==> src/hw/rtl/cma_pkg.sv <==
// Package for the confusion matrix accumulator: command and state types,
// fixed field widths and queue sizing. No dependencies.
`default_nettype none

package cma_pkg;

	localparam int NUM_CLASSES_DEF = 16;
	localparam int COUNT_WIDTH_DEF = 32;

	localparam int KIND_W  = 2;
	localparam int CLASS_W = 4;
	localparam int OUT_W   = 32;
	localparam int FRAC_W  = 16;
	localparam int STEP_W  = $clog2(FRAC_W);

	// queue depth must stay a power of two: pointers wrap naturally
	localparam int QUEUE_DEPTH = 4;
	localparam int QPTR_W      = $clog2(QUEUE_DEPTH);
	localparam int QCNT_W      = $clog2(QUEUE_DEPTH + 1);

	typedef enum logic [KIND_W-1:0] {
		KIND_RECORD = 2'd0,
		KIND_ROW    = 2'd1,
		KIND_TOTAL  = 2'd2,
		KIND_CELL   = 2'd3
	} kind_t;

	typedef struct packed {
		kind_t              kind;
		logic [CLASS_W-1:0] act;
		logic [CLASS_W-1:0] pred;
		logic               act_ok;
		logic               pred_ok;
	} cmd_t;

	typedef enum logic [1:0] {
		FRAC_IDLE = 2'd0,
		FRAC_DIV  = 2'd1,
		FRAC_SHOW = 2'd2
	} frac_state_t;

endpackage

`default_nettype wire

==> src/hw/rtl/cma_frac.sv <==
// Result unit: Q0.16 error fraction by restoring division, one bit a cycle,
// and the output register. Uses cma_pkg.
`default_nettype none

module cma_frac
	import cma_pkg::*;
#(
	parameter int COUNT_WIDTH = COUNT_WIDTH_DEF
) (
	input  wire logic                   clk,
	input  wire logic                   arst_n,
	input  wire logic                   job_valid,
	output logic                        job_ready,
	input  wire logic [COUNT_WIDTH-1:0] job_tot,
	input  wire logic [COUNT_WIDTH-1:0] job_err,
	input  wire logic                   job_cell,
	output logic                        out_valid,
	input  wire logic                   out_ready,
	output logic [OUT_W-1:0]            total_count,
	output logic [OUT_W-1:0]            error_count,
	output logic [FRAC_W-1:0]           error_fraction,
	output logic                        empty_res
);

	typedef logic [COUNT_WIDTH-1:0] cnt_t;

	function automatic logic [OUT_W-1:0] clip(input cnt_t v);
		logic [63:0] e;
		e = 64'(v);
		return (e[63:OUT_W] != '0) ? '1 : e[OUT_W-1:0];
	endfunction

	frac_state_t       state_q;
	frac_state_t       state_d;
	logic              take;
	logic              needs_div;
	logic              last_step;
	logic [COUNT_WIDTH:0] rem_x2;
	logic              ge;

	cnt_t              rem_q;
	cnt_t              div_q;
	logic [FRAC_W-1:0] quo_q;
	logic [STEP_W-1:0] step_q;
	logic [OUT_W-1:0]  tot_out_q;
	logic [OUT_W-1:0]  err_out_q;
	logic              empty_q;

	assign take      = job_valid && job_ready;
	assign needs_div = !job_cell && job_tot != '0 && job_err < job_tot;
	assign last_step = step_q == STEP_W'(FRAC_W - 1);

	// remainder stays below the divisor, so one extra bit holds the shift
	assign rem_x2 = {rem_q, 1'b0};
	assign ge     = rem_x2 >= {1'b0, div_q};

	always_comb begin
		state_d   = state_q;
		job_ready = 1'b0;
		out_valid = 1'b0;
		unique case (state_q)
			FRAC_IDLE: begin
				job_ready = 1'b1;
				if (job_valid) begin
					state_d = needs_div ? FRAC_DIV : FRAC_SHOW;
				end
			end
			FRAC_DIV: begin
				if (last_step) begin
					state_d = FRAC_SHOW;
				end
			end
			FRAC_SHOW: begin
				out_valid = 1'b1;
				if (out_ready) begin
					state_d = FRAC_IDLE;
				end
			end
			default: begin
				state_d = FRAC_IDLE;
			end
		endcase
	end

	always_ff @(posedge clk or negedge arst_n) begin
		if (!arst_n) begin
			state_q <= FRAC_IDLE;
		end else begin
			state_q <= state_d;
		end
	end

	always_ff @(posedge clk) begin
		if (take) begin
			rem_q  <= job_err;
			div_q  <= job_tot;
			step_q <= '0;
			if (job_cell) begin
				tot_out_q <= clip(job_tot);
				err_out_q <= '0;
				quo_q     <= '0;
				empty_q   <= 1'b0;
			end else if (job_tot == '0) begin
				tot_out_q <= '0;
				err_out_q <= '0;
				quo_q     <= '0;
				empty_q   <= 1'b1;
			end else begin
				tot_out_q <= clip(job_tot);
				err_out_q <= clip(job_err);
				// a fraction of one or more saturates
				quo_q     <= needs_div ? '0 : '1;
				empty_q   <= 1'b0;
			end
		end else if (state_q == FRAC_DIV) begin
			rem_q  <= ge ? COUNT_WIDTH'(rem_x2 - {1'b0, div_q}) : COUNT_WIDTH'(rem_x2);
			quo_q  <= {quo_q[FRAC_W-2:0], ge};
			step_q <= step_q + 1'b1;
		end
	end

	assign total_count    = tot_out_q;
	assign error_count    = err_out_q;
	assign error_fraction = quo_q;
	assign empty_res      = empty_q;

endmodule

`default_nettype wire

==> config.mk <==
export PLATFORM = sky130hd
export DESIGN_NAME = cma_frac
export DESIGN_NICKNAME = d
export VERILOG_FILES = /design/src/hw/rtl/cma_pkg.sv /design/src/hw/rtl/cma_frac.sv
export SDC_FILE = /design/constraint.sdc
export NUM_CORES = 1
export LEC_CHECK = 0
export BUFFER_PORTS_ARGS = -buffer_cell sky130_fd_sc_hd__buf_4
export CORE_MARGIN = 2
export CORE_UTILIZATION = 38
export CTS_BUF_LIST = sky130_fd_sc_hd__clkbuf_8
export CTS_CLUSTER_SIZE = 24
export DETAILED_ROUTE_END_ITERATION = 8
export PLACE_DENSITY = 0.66
export SYNTH_ARGS = -nofsm -noshare
export SYNTH_HDL_FRONTEND = slang
export SYNTH_SLANG_ARGS = --single-unit
export TNS_END_PERCENT = 30
==> constraint.sdc <==
create_clock -name clk -period 8.25 [get_ports clk]
set_input_delay 0.825 -clock clk [delete_from_list [all_inputs] [get_ports clk]]
set_output_delay 0.825 -clock clk [all_outputs]
set_load 0.05 [all_outputs]
==> impl_metrics.py <==
metrics = {
    "cells_and_area": {
        "num-nets-final": 1045,
        "fill_cells": 2077,
        "drive_gt1_frac": 0.209,
        "syn2layout_area_growth_pct": 19.2,
        "fin_cells": 1204,
        "diodes": 0,
    },
    "placement": {
        "dpl.cell_count": 1172,
        "routabilityCongestion": 0.833,
        "dp_hpwl_mm": 14.7,
        "portBuffers": 151,
    },
    "critical_path": {
        "arrival_ps": 3790,
        "reg2reg_slack_ps": 4670,
        "r2r-start": "rem_q[0]$_DFFE_PP_",
        "end_kind": "flip-flop",
        "path_class": "reg -> reg",
        "worstPathMaxFanout": 37,
        "worst-r2r-cell-count": 10,
        "startpoint_type": "flip-flop",
        "crit_required_ps": 8450,
        "regToRegEndpoint": "rem_q[31]$_DFFE_PP_",
    },
    "yosys": {
        "seq_area_frac_synth": 0.526,
        "yosysUniqueCellTypes": 63,
        "synth_top_area_share": 0.511,
        "avgSynthCellArea_um2": 10.7,
        "synth-seq-cells": 151,
        "syn_nets": 931,
        "syn_area_um2": 8520,
        "synth_edf_count": 145,
        "synth_warnings": 0,
        "ys_async_sr_fraction": 0.0132,
        "synthTopCellsByCount": "edfxtp_1 (145), nand2_1 (73), inv_1 (72)",
        "synth_area_leaders": "edfxtp_1 (51%), ha_1 (9.4%), nand2_1 (3.2%), a21oi_1 (3.2%), inv_1 (3.2%)",
        "postSynthCellCount": 797,
        "yosysMostFrequentCell": "edfxtp_1",
        "ys.flop_type": "edfxtp_1",
        "synth_largest_area_cell": "edfxtp_1",
    },
    "global_routing": {
        "grt_first_pass_wirelength_mm": 32.1,
        "grt_max_degree": 75,
        "grt-ovfl-total": 0,
        "grt_pass1_vias": 6124,
        "track_usage": 0.172,
        "antenna_found_initial": 0,
    },
    "run": {
        "cap_violations": 0,
    },
    "die": {
        "coreArea_um2": 21900,
        "num_io_pins": 152,
        "die_width_um": 154,
        "die_area_um2": 23600,
        "rows": 54,
        "initial_utilization": 0.389,
        "die_h_um": 154,
    },
    "route": {
        "drcViolationCount": 0,
        "drtIter0Drc": 704,
        "antenna_left": 0,
        "viasPerCell": 5.20,
        "finalWirelength_mm": 20.3,
        "first_pass_iters": 5,
        "wl_per_cell_um": 16.9,
        "num_vias": 6261,
    },
    "power_and_ir_drop": {
        "vdd_ir_drop_max_mv": 0.164,
        "p_leak_nw": 4.45,
        "powerDensity_nw_per_um2": 413,
    },
    "clock_tree": {
        "htreeDepth": 4,
        "ctsResizeCount": 0,
        "worstSkewPairLatency_ps": 450,
        "cts_sinks": 151,
        "root_buffer": "clkbuf_8",
        "cts_hold_buf": 0,
        "cts_buffers": 17,
        "post-cts-setup-buffers": 0,
        "clk_pin_slew_worst_paths_ps": 80,
        "cts_tree": "built",
        "clockBufferDepth": 2,
    },
    "timing": {
        "setup_tns_ps": 0,
        "holdWs_ps": 141,
        "slew_headroom": 0.294,
        "tightest_slew_ps": 1060,
        "finalClockSkew_ps": 8.45,
        "finalCritPeriodShare": 0.434,
        "slew_violations": 0,
        "setup_violations": 0,
        "rsz0062_at_grt": "no",
        "finalCriticalPeriod_ps": 3580,
        "hold_viol_final": 0,
        "fmax_mhz": 279,
    },
    "run_status": {
        "status": "finished clean",
    },
    "min_path": {
        "hold_path_class": "in -> async",
    },
}
-- layer usage --
metal | wire length (um) | track usage
met1 | 9150 | 0.230
met2 | 9750 | 0.283
met3 | 1100 | 0.0403
met4 | 306 | 0.0472
met5 | 0 | 0
-- power breakdown --
group,internal [W],total (W),switching (W)
registers,0.00122,0.00133,0.000106
logic,0.000839,0.00229,0.00145
clock network,0.000289,0.000574,0.000285
-- how the worst max path moves through the flow --
stage,to,from,cells past startpoint
finish,rem_q[31]$_DFFE_PP_,rem_q[0]$_DFFE_PP_,10
global placement,error_fraction[0]$_DFFE_PP_,job_valid,7
global route,rem_q[20]$_DFFE_PP_,rem_q[9]$_DFFE_PP_,10
detailed placement,error_fraction[14]$_DFFE_PP_,job_tot[5],11
CTS,rem_q[31]$_DFFE_PP_,rem_q[0]$_DFFE_PP_,10
floorplan,rem_q[21]$_DFFE_PP_,state_q[0]$_DFFE_PN0P_,7
-- cell families (layout without fill, tap and decap cells) --
| logic type | count (synthesis) | in the layout | share of synthesized area |
|---|---|---|---|
| buf+inv | 132 | 259 | 0.0632 |
| xor+xnor | 31 | 31 | 0.0319 |
| mux | 22 | 22 | 0.0258 |
| compound gates | 156 | 156 | 0.121 |
| fa+ha+maj | 65 | 65 | 0.0963 |
| simple gates | 240 | 240 | 0.135 |
| flops | 151 | 151 | 0.526 |
-- stage by stage --
stage / total power (W) / utilization / cell area [um2] / worst slack (ps)
after floorplan: 0.00312 / - / 8520 / 2870
final: 0.00419 / 0.464 / 10200 / 4670
after detailed placement: 0.00363 / 0.447 / 9780 / 4390
after global placement: 0.00359 / 0.447 / 9780 / 4570
after global routing: 0.00447 / 0.464 / 10200 / 4350
after CTS: 0.00422 / 0.464 / 10200 / 4630
-- registers in the layout, summed over array words and instances, names as in the netlist --
signal,count
state_q,2
step_q,4
error_count,32
total_count,32
rem_q,32
div_q,32
empty_res,1
error_fraction,16
-- area by class of cell --
| type | instances | area, um2 | area share |
|---|---|---|---|
| clock buffer | 17 | 234 | 0.0230 |
| clock inverter | 15 | 145 | 0.0143 |
| inverter | 72 | 273 | 0.0269 |
| multi-input combinational | 514 | 3510 | 0.345 |
| sequential | 151 | 4480 | 0.442 |
| tap | 280 | 350 | 0.0345 |
| timing repair buffer | 155 | 1160 | 0.115 |
-- cell usage in the layout, fill, tap and decap left out, types with 4 or more instances in the layout --
master    instances
nand2_1          71
nor2b_1          10
nand4_1          16
xor2_1           10
mux2i_1          22
clkbuf_8         17
and2_1           33
nor4_1            9
ha_1             64
nor2_1           59
nand3_1          10
a31oi_1           8
nand2b_1          4
xnor2_1          21
buf_4           155
o211ai_1          8
a21o_1           17
and3_1            5
clkinv_1          6
dfxtp_1           4
edfxtp_1        145
o21ai_0          23
inv_1            74
o21a_1            6
a221o_1           5
nor3_1           11
a21oi_1          54
-- critical path, stage by stage, from the launching register on --
cell	delay, ps
edfxtp_1	430
ha_1	350
nor2b_1	150
o2111a_1	270
o211ai_2	190
a31oi_1	180
o21ai_2	220
nand3_1	110
a311o_2	760
and2_4	380
a221o_1	300
Note: power is estimated with default switching activity, not from simulation.
